### config.mk
export PLATFORM = sky130hd
export DESIGN_NAME = uvs_cordic
export DESIGN_NICKNAME = d
export VERILOG_FILES = /design/src/rtl/core/uvs_pkg.sv /design/src/rtl/core/uvs_cordic.sv
export SDC_FILE = /design/constraint.sdc
export NUM_CORES = 2
export LEC_CHECK = 0
export ABC_CLOCK_PERIOD_IN_PS = 7200
export BUFFER_PORTS_ARGS = -buffer_cell sky130_fd_sc_hd__buf_2
export CORE_UTILIZATION = 55
export CTS_CLUSTER_DIAMETER = 60
export DETAILED_ROUTE_END_ITERATION = 8
export PLACE_DENSITY = 0.76
export SYNTH_ARGS = -nofsm -noshare
export SYNTH_HDL_FRONTEND = slang
export SYNTH_SLANG_ARGS = --single-unit
### constraint.sdc
create_clock -name clk -period 7.2 [get_ports clk]
set_input_delay 0 -clock clk [delete_from_list [all_inputs] [get_ports clk]]
set_output_delay 0 -clock clk [all_outputs]
set_load 0.05 [all_outputs]
### src/rtl/core/uvs_pkg.sv
`timescale 1ns / 1ps
// ----------------------------------------------------------------------------
// uvs_pkg
// shared widths, register map, arctangent table and helpers for the
// uv sphere vertex generator
// ----------------------------------------------------------------------------
package uvs_pkg;

  localparam int COUNT_W          = 11;
  localparam int MAX_DIVISIONS    = 1024;
  localparam int CORDIC_STEPS_DEF = 16;
  localparam int ATAN_ENTRIES     = 24;
  localparam int TEX_W            = 17;
  localparam int NORM_W           = 16;
  localparam int POS_W            = 17;
  localparam int ID_W             = 21;
  localparam int RAD_W            = 16;
  localparam int PHASE_W          = 32;
  localparam int CW               = 34;
  localparam int PROD_W           = 33;
  localparam int ADDR_W           = 4;
  localparam int DATA_W           = 32;

  localparam logic signed [CW-1:0] CORDIC_GAIN = 34'sd652032874;
  localparam logic signed [CW-1:0] NORM_ONE    = 34'sd16384;

  typedef enum logic [1:0] {
    REG_RADIUS   = 2'd0,
    REG_SEGMENTS = 2'd1,
    REG_RINGS    = 2'd2
  } reg_idx_t;

  typedef struct packed {
    logic            in_grid;
    logic            quad;
    logic [ID_W-1:0] vid;
    logic [ID_W-1:0] below;
  } side_t;

  function automatic logic [COUNT_W-1:0] eff_count(input logic [COUNT_W-1:0] c);
    logic [COUNT_W-1:0] r;
    if (c == '0) begin
      r = COUNT_W'(1);
    end else if (c > COUNT_W'(MAX_DIVISIONS)) begin
      r = COUNT_W'(MAX_DIVISIONS);
    end else begin
      r = c;
    end
    return r;
  endfunction

  function automatic logic signed [NORM_W-1:0] clamp_norm(input logic signed [CW-1:0] v);
    logic signed [NORM_W-1:0] r;
    if (v > NORM_ONE) begin
      r = NORM_W'(NORM_ONE);
    end else if (v < -NORM_ONE) begin
      r = NORM_W'(-NORM_ONE);
    end else begin
      r = v[NORM_W-1:0];
    end
    return r;
  endfunction

  // arctangent of 2^-i in fractions of a full turn, 2^32 per turn
  function automatic logic signed [CW-1:0] atan_turn(input int idx);
    logic signed [CW-1:0] r;
    case (idx)
      0:  r = 34'sd536870912;
      1:  r = 34'sd316933406;
      2:  r = 34'sd167458907;
      3:  r = 34'sd85004756;
      4:  r = 34'sd42667331;
      5:  r = 34'sd21354465;
      6:  r = 34'sd10679838;
      7:  r = 34'sd5340245;
      8:  r = 34'sd2670163;
      9:  r = 34'sd1335087;
      10: r = 34'sd667544;
      11: r = 34'sd333772;
      12: r = 34'sd166886;
      13: r = 34'sd83443;
      14: r = 34'sd41722;
      15: r = 34'sd20861;
      16: r = 34'sd10430;
      17: r = 34'sd5215;
      18: r = 34'sd2608;
      19: r = 34'sd1304;
      20: r = 34'sd652;
      21: r = 34'sd326;
      22: r = 34'sd163;
      23: r = 34'sd81;
      default: r = '0;
    endcase
    return r;
  endfunction

endpackage

### src/rtl/core/uvs_cordic.sv
`timescale 1ns / 1ps
// ----------------------------------------------------------------------------
// uvs_cordic
// pipelined rotation-mode cordic: quadrant fold, one micro-rotation per
// stage, then quadrant unfold and cut to q1.14
// ----------------------------------------------------------------------------
module uvs_cordic
  import uvs_pkg::*;
#(
  parameter int STEPS = CORDIC_STEPS_DEF
) (
  input  logic                     clk,
  input  logic                     en,
  input  logic [PHASE_W-1:0]       phase,
  output logic signed [NORM_W-1:0] cos_o,
  output logic signed [NORM_W-1:0] sin_o
);

  typedef enum logic [1:0] {QD_0 = 2'd0, QD_1 = 2'd1, QD_2 = 2'd2, QD_3 = 2'd3} quad_t;

  logic [PHASE_W-1:0]   sum;
  logic [1:0]           qd;
  logic [PHASE_W-1:0]   resid;
  logic signed [CW-1:0] fz_r;
  logic [1:0]           fq_r;

  logic signed [CW-1:0] x_r [STEPS];
  logic signed [CW-1:0] y_r [STEPS];
  logic signed [CW-1:0] z_r [STEPS];
  logic [1:0]           q_r [STEPS];

  logic signed [CW-1:0]     c_sel, s_sel;
  logic signed [CW-1:0]     c_sh, s_sh;
  logic signed [NORM_W-1:0] cos_r, sin_r;

  // fold to a residual within an eighth of a turn
  assign sum   = phase + 32'h2000_0000;
  assign qd    = sum[PHASE_W-1:PHASE_W-2];
  assign resid = phase - {qd, 30'b0};

  always_ff @(posedge clk) begin
    if (en) begin
      fz_r <= {{(CW-PHASE_W){resid[PHASE_W-1]}}, resid};
      fq_r <= qd;
    end
  end

  for (genvar i = 0; i < STEPS; i++) begin : g_step
    logic signed [CW-1:0] xi, yi, zi;
    logic [1:0]           qi;
    logic signed [CW-1:0] x_nxt, y_nxt, z_nxt;

    if (i == 0) begin : g_first
      assign xi = CORDIC_GAIN;
      assign yi = '0;
      assign zi = fz_r;
      assign qi = fq_r;
    end else begin : g_rest
      assign xi = x_r[i-1];
      assign yi = y_r[i-1];
      assign zi = z_r[i-1];
      assign qi = q_r[i-1];
    end

    always_comb begin
      if (zi >= 0) begin
        x_nxt = xi - (yi >>> i);
        y_nxt = yi + (xi >>> i);
        z_nxt = zi - atan_turn(i);
      end else begin
        x_nxt = xi + (yi >>> i);
        y_nxt = yi - (xi >>> i);
        z_nxt = zi + atan_turn(i);
      end
    end

    always_ff @(posedge clk) begin
      if (en) begin
        x_r[i] <= x_nxt;
        y_r[i] <= y_nxt;
        z_r[i] <= z_nxt;
        q_r[i] <= qi;
      end
    end
  end

  always_comb begin
    case (quad_t'(q_r[STEPS-1]))
      QD_0: begin
        c_sel = x_r[STEPS-1];
        s_sel = y_r[STEPS-1];
      end
      QD_1: begin
        c_sel = -y_r[STEPS-1];
        s_sel = x_r[STEPS-1];
      end
      QD_2: begin
        c_sel = -x_r[STEPS-1];
        s_sel = -y_r[STEPS-1];
      end
      default: begin
        c_sel = y_r[STEPS-1];
        s_sel = -x_r[STEPS-1];
      end
    endcase
    c_sh = c_sel >>> 16;
    s_sh = s_sel >>> 16;
  end

  always_ff @(posedge clk) begin
    if (en) begin
      cos_r <= clamp_norm(c_sh);
      sin_r <= clamp_norm(s_sh);
    end
  end

  assign cos_o = cos_r;
  assign sin_o = sin_r;

endmodule

==> reports/summary.txt <==
crit start category: register
number of buffers inserted by port buffering: 65
Cells after Synth: 13300
worst stage delay on the critical path: 650 ps
routed wire length: 323 mm
area occupied by registers: 0.0471 mm²
post-route antenna net violation count: 0
Final Hold Viols: 0
clock tree from TritonCTS: done
multi-input combinational cell area: 0.0788 mm²
post-DR vias/cell: 6.05
placed cell count: 16400
number of rows created at floorplan: 177
minimum clock period after layout: 6370 ps
final setup violation count: 0
number of DRC markers in iteration 0: 7696
global-route congestion overflow total: 0
number of clock buffers inserted by TritonCTS: 187
number of antenna violations at the first check in global routing: 5
sequence of cells on the critical path: inv_1, ha_1, nor4b_1, nand4_1, nor4_1, and4_1, nor2_4, clkinv_1, nor2_1, xnor2_1, ha_1, o21ai_0, a21boi_0, o211ai_1, a211oi_1, a221o_1, o41ai_1, a211oi_1, a211oi_1, o21ai_0, a311o_1
accumulated negative setup slack: 0 ps
Synth warnings: 0
top-area cell type share of the netlist area: 0.366
synthesized netlist net count: 14800
total of flip-flops plus latches after synthesis: 1569
most frequently used flop master after synthesis: sky130_fd_sc_hd__edfxtp_1
num ports: 66
Hold-fix buffers, CTS: 64
max-slew headroom at the worst pin: 0.239
GRT Util Overall: 0.268
RSZ-0062 raised after global routing: false
clock edge transition at the registers on the reported setup and hold paths: 60 ps
WP data arrival: 6990 ps
dominant cell type by count on the critical path: sky130_fd_sc_hd__a211oi_1
Post-synth EDFFs: 1569
startpoint-to-endpoint class of the critical path: reg -> reg
post-synthesis average cell area: 9.67 µm²
number of iterations in the first detailed-routing pass: 6
Die X-Extent: 486 µm
maximum number of pins on one net before global-route repair: 182
non-filler cells, final: 16800
drc violations: 0
root buffer cell: sky130_fd_sc_hd__clkbuf_16
max-capacitance violation count: 0
Layout Utilization: 0.602
Final Cycle Share: 0.884
clk_skew: 94.7 ps
count of nets after finishing: 15000
area delta synth->final: 8.75%
maximum clock frequency: 157 MHz
weighted congestion at the end of routability-driven global placement: 0.965
share of final-layout standard cells stronger than drive strength 1: 0.0453
number of resized instances in the post-cts repair step: 0
crit path max fanout: 18
via count of the first global-routing pass: 97300
Post-Synthesis Cell Area: 0.129 mm²
sum of net half-perimeters after detailed placement: 252 mm
worst hold margin: 165 ps
type of element capturing the critical path: register
top cells by area in the synthesized netlist: sky130_fd_sc_hd__edfxtp_1, sky130_fd_sc_hd__ha_1, sky130_fd_sc_hd__xnor2_1
clock latency on the worst-skew pair: 890 ps
count of filler cells inserted in the layout: 19400
CTS Buffer Depth: 3
buffers inserted by post-CTS timing repair: 0
share of the yosys chip area belonging to registers: 0.366
die boundary height: 486 µm
wire length of the first global-routing pass: 514 mm
post-detailed-route wirelength per cell: 19.2 µm
cell with the biggest individual delay on the critical path: sky130_fd_sc_hd__o41ai_1
clock sink total: 1569
share of synthesized registers carrying an async set or reset: 0
placeable core region: 0.233 mm²
leading area contributor after synthesis: sky130_fd_sc_hd__edfxtp_1
final-report max-slew violation count: 0
worst path required time: 7820 ps
via count: 102000
status: finished clean
initial core utilization: 0.553
die area: 0.236 mm²
slew at the pin closest to its max-slew limit: 1130 ps
number of distinct library cells after synthesis: 96
depth of the CTS H-tree: 4
worst min path class: in -> reg
## logic make-up after synthesis
logic type | Yosys count | synth area share
mux | 77 | 0.00679
fa+ha+maj | 1449 | 0.143
flops | 1569 | 0.366
buf+inv | 783 | 0.0230
simple gates | 3680 | 0.141
xor+xnor | 1861 | 0.127
compound gates | 3898 | 0.194
## sequential cells by signal, summed over array words and instances (netlist names)
signal  flops
cos_o      16
fq_r        2
fz_r       32
q_r        32
sin_o      16
x_r       484
y_r       511
z_r       476
## per-stage QoR
stage	instance area, µm²	worst slack (ps)
floorplan	129000	1710
global placement	133000	1020
detailed placement	133000	971
CTS	140000	907
global route	140000	428
finish	140000	833
## cells in the final DEF (no fill, tap or decap), drive strengths merged, types with 87 or more instances in the layout
master	instances
nand4	93
clkinv	87
o21bai	142
o21ai	736
o21a	247
clkbuf	211
o31ai	198
ha	1405
nand2b	211
xor2	606
buf	131
nand2	785
a211oi	108
a21oi	1202
a21o	576
and3	122
nor2b	192
a31oi	103
or3	158
edfxtp	1569
nor2	1045
nor4	168
inv	613
xnor2	1254
nor3	352
nand3	228
## worst paths after layout
path	slack, ps	to	cells past startpoint	startpoint
max	830	x_r[0][165]	21	z_r[0][135]
min	160	fq_r[1]	3	phase[31]
max reg2reg	830	x_r[0][165]	21	z_r[0][135]
min reg2reg	410	q_r[0][2]	0	q_r[0][0]
## layout make-up
type / count / share of cell area
repair buffers: 195 / 0.0113
flip-flops and latches: 1569 / 0.336
clock buffers: 211 / 0.0340
clock inverters: 136 / 0.0115
well taps: 3132 / 0.0280
multi-input cells: 11000 / 0.563
inverters: 598 / 0.0160
diodes: 3 / 0.0000536
## worst max-delay path: cells and delay by family (launching register included)
family | cells | cell delay (ps)
AO/OA/AOI/OAI | 10 | 3230
AND/OR/NAND/NOR | 6 | 1300
buffers and inverters | 2 | 530
adder cells (fa/ha/maj) | 2 | 500
flip-flops | 1 | 400
XOR/XNOR | 1 | 160
## layer usage
| layer | wire (µm) | vias up | track usage | part of all wire |
|---|---|---|---|---|
| met5 | 0 | - | 0 | 0 |
| met4 | 16500 | 0 | 0.130 | 0.051 |
| met3 | 16300 | 801 | 0.0350 | 0.050 |
| met2 | 158000 | 2870 | 0.473 | 0.49 |
| met1 | 132000 | 47800 | 0.320 | 0.41 |
| li1 | - | 50200 | - | - |
## synth_stat cells (66+ instances only)
library cell / number
sky130_fd_sc_hd__nor2b_1: 192
sky130_fd_sc_hd__or2_2: 77
sky130_fd_sc_hd__o31ai_1: 198
sky130_fd_sc_hd__inv_1: 587
sky130_fd_sc_hd__edfxtp_1: 1569
sky130_fd_sc_hd__a21o_1: 576
sky130_fd_sc_hd__a31oi_1: 103
sky130_fd_sc_hd__a211oi_1: 106
sky130_fd_sc_hd__and3_1: 121
sky130_fd_sc_hd__nand4_1: 93
sky130_fd_sc_hd__nor2_1: 1043
sky130_fd_sc_hd__o41ai_1: 79
sky130_fd_sc_hd__xor2_1: 606
sky130_fd_sc_hd__xnor2_1: 1254
sky130_fd_sc_hd__or3_1: 154
sky130_fd_sc_hd__nand2_1: 785
sky130_fd_sc_hd__nor3_1: 351
sky130_fd_sc_hd__o21ai_0: 731
sky130_fd_sc_hd__o21bai_1: 142
sky130_fd_sc_hd__nor4_1: 167
sky130_fd_sc_hd__ha_1: 1405
sky130_fd_sc_hd__clkbuf_1: 161
sky130_fd_sc_hd__nand2b_1: 211
sky130_fd_sc_hd__o21a_1: 247
sky130_fd_sc_hd__a21oi_1: 1201
sky130_fd_sc_hd__nand3_1: 228
sky130_fd_sc_hd__o211ai_1: 66
Power is left out: the tool's default activity adds up to more than one toggle a clock period on the data nets, which glitch-free logic cannot reach.
