==> src/rtl/core/uvs_pkg.sv <==
`timescale 1ns / 1ps
// ----------------------------------------------------------------------------
// uvs_pkg
// shared widths, register map, arctangent table and helpers for the
// uv sphere vertex generator
// ----------------------------------------------------------------------------
package uvs_pkg;

  localparam int COUNT_W          = 11;
  localparam int MAX_DIVISIONS    = 1024;
  localparam int CORDIC_STEPS_DEF = 16;
  localparam int ATAN_ENTRIES     = 24;
  localparam int TEX_W            = 17;
  localparam int NORM_W           = 16;
  localparam int POS_W            = 17;
  localparam int ID_W             = 21;
  localparam int RAD_W            = 16;
  localparam int PHASE_W          = 32;
  localparam int CW               = 34;
  localparam int PROD_W           = 33;
  localparam int ADDR_W           = 4;
  localparam int DATA_W           = 32;

  localparam logic signed [CW-1:0] CORDIC_GAIN = 34'sd652032874;
  localparam logic signed [CW-1:0] NORM_ONE    = 34'sd16384;

  typedef enum logic [1:0] {
    REG_RADIUS   = 2'd0,
    REG_SEGMENTS = 2'd1,
    REG_RINGS    = 2'd2
  } reg_idx_t;

  typedef struct packed {
    logic            in_grid;
    logic            quad;
    logic [ID_W-1:0] vid;
    logic [ID_W-1:0] below;
  } side_t;

  function automatic logic [COUNT_W-1:0] eff_count(input logic [COUNT_W-1:0] c);
    logic [COUNT_W-1:0] r;
    if (c == '0) begin
      r = COUNT_W'(1);
    end else if (c > COUNT_W'(MAX_DIVISIONS)) begin
      r = COUNT_W'(MAX_DIVISIONS);
    end else begin
      r = c;
    end
    return r;
  endfunction

  function automatic logic signed [NORM_W-1:0] clamp_norm(input logic signed [CW-1:0] v);
    logic signed [NORM_W-1:0] r;
    if (v > NORM_ONE) begin
      r = NORM_W'(NORM_ONE);
    end else if (v < -NORM_ONE) begin
      r = NORM_W'(-NORM_ONE);
    end else begin
      r = v[NORM_W-1:0];
    end
    return r;
  endfunction

  // arctangent of 2^-i in fractions of a full turn, 2^32 per turn
  function automatic logic signed [CW-1:0] atan_turn(input int idx);
    logic signed [CW-1:0] r;
    case (idx)
      0:  r = 34'sd536870912;
      1:  r = 34'sd316933406;
      2:  r = 34'sd167458907;
      3:  r = 34'sd85004756;
      4:  r = 34'sd42667331;
      5:  r = 34'sd21354465;
      6:  r = 34'sd10679838;
      7:  r = 34'sd5340245;
      8:  r = 34'sd2670163;
      9:  r = 34'sd1335087;
      10: r = 34'sd667544;
      11: r = 34'sd333772;
      12: r = 34'sd166886;
      13: r = 34'sd83443;
      14: r = 34'sd41722;
      15: r = 34'sd20861;
      16: r = 34'sd10430;
      17: r = 34'sd5215;
      18: r = 34'sd2608;
      19: r = 34'sd1304;
      20: r = 34'sd652;
      21: r = 34'sd326;
      22: r = 34'sd163;
      23: r = 34'sd81;
      default: r = '0;
    endcase
    return r;
  endfunction

endpackage

==> src/rtl/core/uvs_div.sv <==
`timescale 1ns / 1ps
// ----------------------------------------------------------------------------
// uvs_div
// pipelined restoring divider, one quotient bit per stage,
// q = floor(num * 2^(QW-1) / den) for num <= den
// ----------------------------------------------------------------------------
module uvs_div
  import uvs_pkg::*;
#(
  parameter int NW = COUNT_W,
  parameter int QW = TEX_W
) (
  input  logic          clk,
  input  logic          en,
  input  logic [NW-1:0] num,
  input  logic [NW-1:0] den,
  output logic [QW-1:0] q
);

  logic [NW-1:0] rem_r [QW];
  logic [QW-1:0] q_r   [QW];

  for (genvar k = 0; k < QW; k++) begin : g_stage
    logic [NW:0]   trial;
    logic          ge;
    logic [NW:0]   diff;
    logic [NW-1:0] rem_nxt;
    logic [QW-1:0] q_nxt;

    if (k == 0) begin : g_first
      assign trial = {1'b0, num};
      assign q_nxt = QW'(ge);
    end else begin : g_rest
      assign trial = {rem_r[k-1], 1'b0};
      assign q_nxt = {q_r[k-1][QW-2:0], ge};
    end

    assign ge      = (trial >= {1'b0, den});
    assign diff    = trial - {1'b0, den};
    assign rem_nxt = ge ? diff[NW-1:0] : trial[NW-1:0];

    always_ff @(posedge clk) begin
      if (en) begin
        rem_r[k] <= rem_nxt;
        q_r[k]   <= q_nxt;
      end
    end
  end

  assign q = q_r[QW-1];

endmodule

==> config.mk <==
export PLATFORM = sky130hd
export DESIGN_NAME = uvs_div
export DESIGN_NICKNAME = d
export VERILOG_FILES = /design/src/rtl/core/uvs_pkg.sv /design/src/rtl/core/uvs_div.sv
export SDC_FILE = /design/constraint.sdc
export NUM_CORES = 1
export LEC_CHECK = 0
export ABC_AREA = 1
export BUFFER_PORTS_ARGS = -buffer_cell sky130_fd_sc_hd__buf_4
export CORE_MARGIN = 5
export CORE_UTILIZATION = 50
export DETAILED_ROUTE_END_ITERATION = 12
export GPL_TIMING_DRIVEN = 0
export PLACE_DENSITY = 0.75
export SLEW_MARGIN = 40
export SYNTH_ARGS = -nofsm -noshare
export SYNTH_HDL_FRONTEND = slang
export SYNTH_SLANG_ARGS = --single-unit
==> constraint.sdc <==
create_clock -name clk -period 7.1 [get_ports clk]
set_clock_uncertainty 0.1 [all_clocks]
set_input_delay 1.065 -clock clk [delete_from_list [all_inputs] [get_ports clk]]
set_output_delay 1.065 -clock clk [all_outputs]
set_load 0.005 [all_outputs]
==> impl_metrics.csv, run 1 <==
group,metric,value,unit
global_route,grt_pass1_vias,17925,
global_route,antenna_found_initial,0,
clocking,cts_buffer_depth,3,
critical_path,worstRegToRegCells,8,
yosys,avgSynthCellArea,8.15,sq um
floorplan,design.core.area,45400,sq um
placement,globalplace.congestion,0.879,
placement,dpl_worst_slack,2.79,ns
yosys,synth_cells,2816,
routing,wire_per_inst,15.1,microns
clocking,cts_inserted_buffers,40,
global_route,grt_pass1_wl,87900,microns
finish,antennaDiodeCount,0,
yosys,synthMostInstantiatedCell,"nand2_1",
routing,initialDrtViolationCount,1381,
run_status,outcome,"complete, no violations",
sta,fin_crit,3.71,ns
sta,clock.fmax,269,MHz
critical_path,path_class,"in2reg",
clocking,cts.sinks,329,
finish,fin_nets,3130,
yosys,synth_cell_types,30,
clocking,clock_latency,0.56,ns
sta,whs,0.311,ns
yosys,synth_area_leaders,"edfxtp_1, nand2_1, ha_1",
global_route,grt_max_degree,78,
finish,drive_gt1_frac,0.0978,
sta,setup_viol_count_final,0,
floorplan,die_x,224,microns
critical_path,critPathCaptureType,"flop",
sta,fin_tns_setup,0,ns
clocking,root_buffer,"clkbuf_16",
routing,via_count,18713,
power_and_ir_drop,finalPower,10.5,mW
routing,ant_nets,0,
clocking,path_clk_slew,0.06,ns
sta,tightest_slew,0.828,ns
sta,fin_ws,3.39,ns
critical_path,reg2reg_to,"rem_r[0][92]",
floorplan,pin_count,41,
hold_path,hold_path_end,"q_r[1][115]",
yosys,synthSimpleGateAreaFrac,0.333,
yosys,ys_seq_elements,329,
yosys,synth_common_cells,"nand2_1, nand3_1, inv_1",
critical_path,worstPathRequired,7.29,ns
critical_path,cp_data_arrival_time,3.91,ns
global_route,overflow,0,
yosys,synthMuxAreaShare,0,
hold_path,hold_path.class,"reg2reg",
sta,hold_viol,0,
power_and_ir_drop,power.leakage,12.4,nW
hold_path,min_path_cells,0,
yosys,yosys_warnings,0,
power_and_ir_drop,irDropWorstVdd,0.192,mV
yosys,synth-xor-area-share,0.0187,
routing,via_per_inst,5.29,
finish,synthToLayoutAreaGrowth,11.7,%
sta,rsz0062_at_grt,"no",
yosys,synthAdderAreaFrac,0.115,
routing,dr.pass1.iters,6,
clocking,cts_resized,0,
yosys,synth_compound_area_frac,0.0248,
floorplan,die_y,224,microns
flow_run,drv_cap,0,
placement,port_buffers,40,
hold_path,hp-start,"q_r[1][97]",
routing,drc,0,
yosys,ys.flop_type,"edfxtp_1",
clocking,cts.htree.levels,2,
routing,wirelength,53500,microns
sta,drv_slew,0,
critical_path,timing.rr.start,"rem_r[0][77]",
clocking,cts_tree,"done",
placement,dp_hpwl,37500,microns
floorplan,rows,78,
finish,stdcell_count,3535,
yosys,yosysTopAreaCellShare,0.431,
placement,placed_cells,3462,
power_and_ir_drop,cellPowerDensity,409,nW/um^2
yosys,synth_top_family_by_area,"simple AND/OR/NAND/NOR gates",
critical_path,r2r_slack,4.90,ns
yosys,synth_edf_count,329,
yosys,yosysTopAreaCell,"edfxtp_1",
sta,slew_headroom,0.447,
yosys,netlist_area,22900,sq um
clocking,holdBufCountCts,0,
global_route,grt_usage,0.212,
clocking,post_cts_buffers,0,
critical_path,cp-start-kind,"input port",
sta,fin_crit_sh,0.523,
critical_path,path_max_fanout,39,
floorplan,start_util,0.506,
yosys,synthArstFlopShare,0,
yosys,synth_fp_nets,3042,
floorplan,dieArea,50300,sq um
yosys,yosysSeqAreaShare,0.431,
## cell type report
class	count	area (sq um)
Tap cell	600	751
Buffer	52	467
Inverter	350	1320
Fill cell	4031	19800
Sequential cell	329	9880
Timing Repair Buffer	46	465
Clock inverter	28	417
Clock buffer	45	1040
Multi-Input combinational cell	2085	11300
## layer usage
metal / share of wire / up-vias / global-route usage
li1: - / 9482 / -
met1: 0.45 / 8571 / 0.283
met2: 0.46 / 527 / 0.351
met3: 0.060 / 133 / 0.0380
met4: 0.032 / 0 / 0.0727
met5: 0 / - / 0
## sequential cells by signal, indices dropped and copies added, names as in the netlist
| signal | flops |
|---|---|
| q_r | 153 |
| rem_r | 176 |
## kinds of logic after synthesis
logic type	Yosys count
xor gates and xnor gates	49
buffers and inverters	402
DFF	329
AOI/OAI and AO/OA	90
and+or+nand+nor	1744
adders and majority gates	202
## critical path, cell delays in order
cell     delay [ns]
buf_4          0.11
inv_1          0.11
buf_2          0.30
buf_4          0.32
buf_4          0.66
fa_1           0.40
nand3_1        0.10
nand3_1        0.22
nand2_2        0.10
nand3_1        0.09
nand2_1        0.07
buf_6          0.16
nand3_1        0.08
nand2_1        0.08
## stage by stage
stage,utilization,cell area (sq um)
6_report,0.565,25600
5_1_grt,0.565,25600
4_1_cts,0.565,25600
3_5_place_dp,0.533,24200
3_3_place_gp,0.529,24000
2_1_floorplan,-,22900
## power breakdown
part | leakage, nW | internal [mW] | switching [mW]
sequential | 3.22 | 2.97 | 0.319
clock | 0.710 | 1.43 | 0.835
combinational | 8.47 | 1.82 | 3.11
total | 12.4 | 6.22 | 4.27
## cells in the final DEF, fill, tap and decap left out, types with 4 or more instances in the layout
cell type,Yosys,layout
buf_6,29,29
inv_1,348,338
clkbuf_16,0,41
nor2_4,16,16
nand4_1,50,50
clkbuf_1,0,4
fa_1,16,16
or2_2,13,13
nand2_2,27,27
nand3b_1,31,31
nand3_1,408,408
buf_16,0,5
a21oi_2,29,29
bufinv_16,0,10
inv_2,2,11
buf_4,3,43
clkinv_1,0,5
xor2_1,49,49
clkinv_2,0,4
nor2_2,16,16
buf_2,19,18
ha_1,186,186
a21oi_1,55,55
nand3_2,11,11
inv_6,0,4
nor2_1,130,130
nand2_1,1038,1038
clkinv_4,0,4
edfxtp_1,329,329
## how the worst max path moves through the flow
stage / depth (start not counted) / end / startpoint / slack (ns)
2_1_floorplan: 13 / rem_r[0][174] / den[0] / 3.49
3_3_place_gp: 14 / rem_r[0][108] / den[0] / 2.36
3_5_place_dp: 14 / rem_r[0][174] / den[0] / 2.79
4_1_cts: 14 / rem_r[0][171] / den[0] / 3.39
5_1_grt: 14 / rem_r[0][170] / den[0] / 3.18
6_report: 14 / rem_r[0][92] / den[0] / 3.39
No activity file was read; power rests on OpenSTA's default activity.
==> inputs of run 2 (changes only) <==
Settings changed: PLACE_DENSITY 0.75 to 0.77.
Clock period 7.1 ns to 3.4 ns, I/O delays scaled along.
==> impl_metrics.csv, run 2 (synthesis results as in run 1) <==
group,metric,value,unit
run_status,outcome,"complete, no violations",
placement,dpl_worst_slack,-0.298,ns
routing,initialDrtViolationCount,1648,
routing,via_per_inst,5.36,
floorplan,design.core.area,45400,sq um
routing,ant_nets,0,
floorplan,die_x,224,microns
routing,drc,0,
finish,synthToLayoutAreaGrowth,10.3,%
clocking,clock_latency,0.56,ns
global_route,overflow,0,
critical_path,path_max_fanout,39,
global_route,grt_pass1_wl,87500,microns
placement,dp_hpwl,37200,microns
clocking,root_buffer,"clkbuf_16",
clocking,cts_inserted_buffers,38,
hold_path,hold_path.class,"in2reg",
global_route,grt_max_degree,82,
power_and_ir_drop,power.leakage,12.3,nW
routing,wirelength,53000,microns
critical_path,worstPathRequired,3.59,ns
critical_path,r2r_slack,1.22,ns
clocking,holdBufCountCts,0,
floorplan,start_util,0.506,
placement,globalplace.congestion,0.924,
global_route,antenna_found_initial,0,
finish,final_cell_mix,"nand2_1, nand3_1, inv_1, edfxtp_1, ha_1",
critical_path,cp_cell_sequence,"buf_4 -> inv_1 -> buf_2 -> buf_4 -> buf_4 -> fa_1 -> nand3_1 -> nand3_1 -> nand2_2 -> nand3_1 -> nand2_1 -> buf_6 -> nand3_1 -> nand2_1",
clocking,cts_resized,0,
global_route,grt_pass1_vias,18097,
sta,rsz0062_at_grt,"no",
clocking,cts.htree.levels,2,
sta,hold_viol,0,
clocking,cts_buffer_depth,3,
sta,fin_crit_sh,0.920,
power_and_ir_drop,irDropWorstVdd,0.336,mV
critical_path,cpMostUsedCell,"nand3_1",
finish,largest_registers,"rem_r: 176 flops, q_r: 153 flops",
sta,tightest_slew,0.820,ns
finish,drive_gt1_frac,0.0947,
critical_path,cp-start-kind,"input port",
sta,slew_headroom,0.453,
sta,drv_slew,0,
critical_path,cpPeakStageDelay,0.63,ns
placement,postPlaceCellArea,24100,sq um
clocking,cts_tree,"done",
clocking,path_clk_slew,0.06,ns
floorplan,rows,78,
flow_run,drv_cap,0,
routing,wire_per_inst,15.0,microns
routing,dr.pass1.iters,6,
finish,top_register,"rem_r",
finish,antennaDiodeCount,0,
finish,fin_nets,3127,
clocking,post_cts_buffers,0,
power_and_ir_drop,cellPowerDensity,831,nW/um^2
critical_path,path_class,"in2reg",
critical_path,slowest_stage,"buf_4",
sta,fin_tns_setup,0,ns
floorplan,die_y,224,microns
finish,layout_commonest_cell,"nand2_1",
finish,largest_reg_flops,176,
sta,fin_ws,0.273,ns
floorplan,dieArea,50300,sq um
sta,setup_viol_count_final,0,
sta,clock.fmax,320,MHz
global_route,grt_usage,0.208,
floorplan,pin_count,41,
critical_path,cp_data_arrival_time,3.32,ns
finish,final_area,25300,sq um
placement,port_buffers,40,
routing,via_count,18912,
sta,fin_crit,3.13,ns
finish,nFillCells,4023,
clocking,cts.sinks,329,
critical_path,critPathCaptureType,"flop",
[run 2: cell count changes in the layout (fill, tap and decap cells not counted), sizes merged]
cell and change:
bufinv -9, buf -1, clkinv +5, clkbuf -2
clkinvlp +1, inv -3
[run 2: per-stage QoR]
stage          hold WS, ns  utilization  instances  power (mW)
3_3_place_gp         0.301        0.529       3456        16.7
4_1_cts              0.114        0.558       3526        21.1
2_1_floorplan        0.300            -       2816        14.7
5_1_grt              0.133        0.558       3526        22.9
6_report             0.145        0.558       3526        21.0
3_5_place_dp         0.305        0.532       3461        17.1
[run 2: worst paths after layout]
kind	end	depth (start not counted)	startpoint
worst max-delay path	rem_r[0][174]	14	den[0]
worst min-delay path	rem_r[0][5]	3	num[5]
worst max register to register	rem_r[0][51]	8	rem_r[0][33]
worst min register to register	q_r[1][106]	0	q_r[1][88]
[run 2: power by group]
group / switching, mW / leakage, nW / total, mW / internal (mW)
combinational: 6.50 / 8.46 / 10.3 / 3.80
clock: 1.63 / 0.579 / 3.88 / 2.25
sequential: 0.655 / 3.22 / 6.86 / 6.20
total: 8.78 / 12.3 / 21.0 / 12.3
[run 2: cell type report]
cell class	instances	area, sq um	share of cell area
tap	600	751	0.0297
clock inverter	22	141	0.00559
multi-input combinational	2085	11300	0.446
buffer	52	467	0.0184
timing repair buffer	45	438	0.0173
sequential	329	9880	0.390
clock buffer	43	1030	0.0408
inverter	350	1320	0.0520
[run 2: metal layers]
layer  part of all wire  up-vias  global-route usage
met5                  0        -                   0
met4              0.031        0              0.0695
met3              0.057      120              0.0335
met2               0.46      578               0.347
met1               0.45     8741               0.280
li1                   -     9473                   -
[run 2: critical path: cells and delay by family]
| family | cells | cell delay [ns] |
|---|---|---|
| adder cells (fa/ha/maj) | 1 | 0.41 |
| buffers and inverters | 6 | 1.63 |
| AND/OR/NAND/NOR | 7 | 0.70 |
==> inputs of run 3 (changes only) <==
Settings changed: GPL_TIMING_DRIVEN 0 to default.
==> impl_metrics.csv, run 3 (synthesis results as in run 1) <==
group,metric,value,unit
finish,largest_registers,"rem_r: 176 flops, q_r: 153 flops",
finish,largest_reg_flops,176,
placement,dp_hpwl,38100,microns
power_and_ir_drop,irDropWorstVdd,0.451,mV
global_route,grt_usage,0.216,
power_and_ir_drop,finalPower,21.4,mW
sta,rsz0062_at_grt,"no",
finish,fin_nets,3120,
sta,setup_viol_count_final,0,
routing,dr.pass1.iters,7,
floorplan,design.core.area,45400,sq um
clocking,clock_latency,0.57,ns
placement,dpl_worst_slack,0.327,ns
global_route,grt_pass1_wl,89700,microns
routing,drc,0,
global_route,grt_max_degree,74,
clocking,cts_buffer_depth,3,
run_status,outcome,"complete, no violations",
sta,clock.fmax,403,MHz
clocking,cts.htree.levels,2,
sta,fin_tns_setup,0,ns
power_and_ir_drop,p_int,12.5,mW
floorplan,die_x,224,microns
critical_path,worstPathRequired,3.61,ns
clocking,cts_tree,"done",
finish,final_area,25400,sq um
sta,hold_viol,0,
global_route,grt_pass1_vias,18450,
critical_path,cpMostUsedCell,"nand3_1",
finish,nFillCells,4011,
routing,wire_per_inst,15.4,microns
finish,top_register,"rem_r",
critical_path,path_max_fanout,46,
global_route,overflow,0,
sta,fin_crit,2.48,ns
critical_path,cp-start-kind,"input port",
routing,via_count,18863,
routing,ant_nets,0,
floorplan,pin_count,41,
finish,drive_gt1_frac,0.0903,
critical_path,path_class,"in2reg",
clocking,path_clk_slew,0.05,ns
critical_path,cpPeakStageDelay,0.51,ns
power_and_ir_drop,power_frac_comb,0.478,
power_and_ir_drop,p_seq_frac,0.325,
hold_path,hold_path.class,"in2reg",
finish,layout_commonest_cell,"nand2_1",
finish,synthToLayoutAreaGrowth,10.6,%
critical_path,cp.buffers_inverters,3,
floorplan,die_y,224,microns
floorplan,rows,78,
routing,initialDrtViolationCount,1503,
routing,wirelength,54300,microns
critical_path,critPathTopFamily,"simple AND/OR/NAND/NOR gates",
floorplan,start_util,0.506,
critical_path,critPathCaptureType,"flop",
placement,postPlaceCellArea,24100,sq um
sta,fin_crit_sh,0.729,
power_and_ir_drop,swShare,0.417,
power_and_ir_drop,power_switching,8.92,mW
critical_path,r2r_slack,1.06,ns
placement,globalplace.congestion,0.916,
power_and_ir_drop,pwr-share-clk,0.198,
clocking,post_cts_buffers,0,
critical_path,slowest_stage,"fa_1",
finish,final_cell_mix,"nand2_1, nand3_1, inv_1, edfxtp_1, ha_1",
power_and_ir_drop,power.leakage,12.3,nW
critical_path,cp_data_arrival_time,2.69,ns
critical_path,cp_cell_sequence,"buf_4 -> clkinv_2 -> buf_12 -> fa_1 -> nand3_1 -> nand3_1 -> nand3_1 -> nand4_1 -> nand3_1 -> nand2_1",
global_route,antenna_found_initial,0,
sta,slew_headroom,0.595,
sta,fin_ws,0.920,ns
clocking,holdBufCountCts,0,
placement,port_buffers,40,
routing,via_per_inst,5.35,
sta,drv_slew,0,
clocking,cts_resized,0,
clocking,cts.sinks,329,
flow_run,drv_cap,0,
sta,tightest_slew,0.607,ns
floorplan,dieArea,50300,sq um
power_and_ir_drop,cellPowerDensity,844,nW/um^2
clocking,cts_inserted_buffers,39,
clocking,root_buffer,"clkbuf_16",
finish,antennaDiodeCount,0,
==> run 3: changes by cell type in the layout (fill, tap and decap cells not counted), moves of 2 or more <==
cell       previous run  this run
inv_2                11         3
buf_6                29         0
buf_12                2        14
buf_2                18         0
buf_4                43        74
bufinv_16             1         5
clkbuf_1              2         5
buf_16                4         0
clkinv_2              8         6
inv_1               338       346
==> run 3: per-stage QoR <==
stage / std cells / utilization / hold WS [ns]
3_3_place_gp: 3453 / 0.531 / 0.301
2_1_floorplan: 2816 / - / 0.300
6_report: 3523 / 0.559 / 0.141
4_1_cts: 3523 / 0.559 / 0.121
3_5_place_dp: 3453 / 0.531 / 0.305
5_1_grt: 3523 / 0.559 / 0.147
==> run 3: cell type report <==
cell class | count | area (sq um) | area share
inverters | 350 | 1320 | 0.0518
well taps | 600 | 751 | 0.0296
multi-input cells | 2085 | 11300 | 0.445
clock buffers | 45 | 1020 | 0.0402
repair buffers | 89 | 851 | 0.0335
clock inverters | 25 | 275 | 0.0108
flip-flops and latches | 329 | 9880 | 0.389
==> run 3: worst paths after layout <==
path / from / end / cells after the start
max: den[0] / rem_r[0][170] / 10
min: num[7] / rem_r[0][7] / 3
max reg2reg: rem_r[0][154] / rem_r[0][170] / 7
min reg2reg: q_r[1][34] / q_r[1][52] / 0
==> run 3: power groups by stage <==
| stage | Clock (mW) | Combinational, mW | Sequential, mW |
|---|---|---|---|
| after floorplan | 0 | 8.06 | 6.63 |
| after global placement | 0 | 9.76 | 7.00 |
| after detailed placement | 0 | 10.0 | 7.02 |
| after CTS | 4.35 | 10.1 | 6.95 |
| after global routing | 4.52 | 11.7 | 7.05 |
| final | 4.23 | 10.2 | 6.95 |
==> run 3: worst min-delay path: stages <==
cell and delay [ns]:
buf_4 0.09, nand2_1 0.04, nand2_1 0.04
==> run 3: layer usage <==
layer  track usage  routed length (microns)  up-vias
met2         0.360                    25100      577
met4        0.0852                     2130        0
met3        0.0341                     3240      151
li1              -                        -     9452
met5             0                        0        -
met1         0.284                    23800     8683
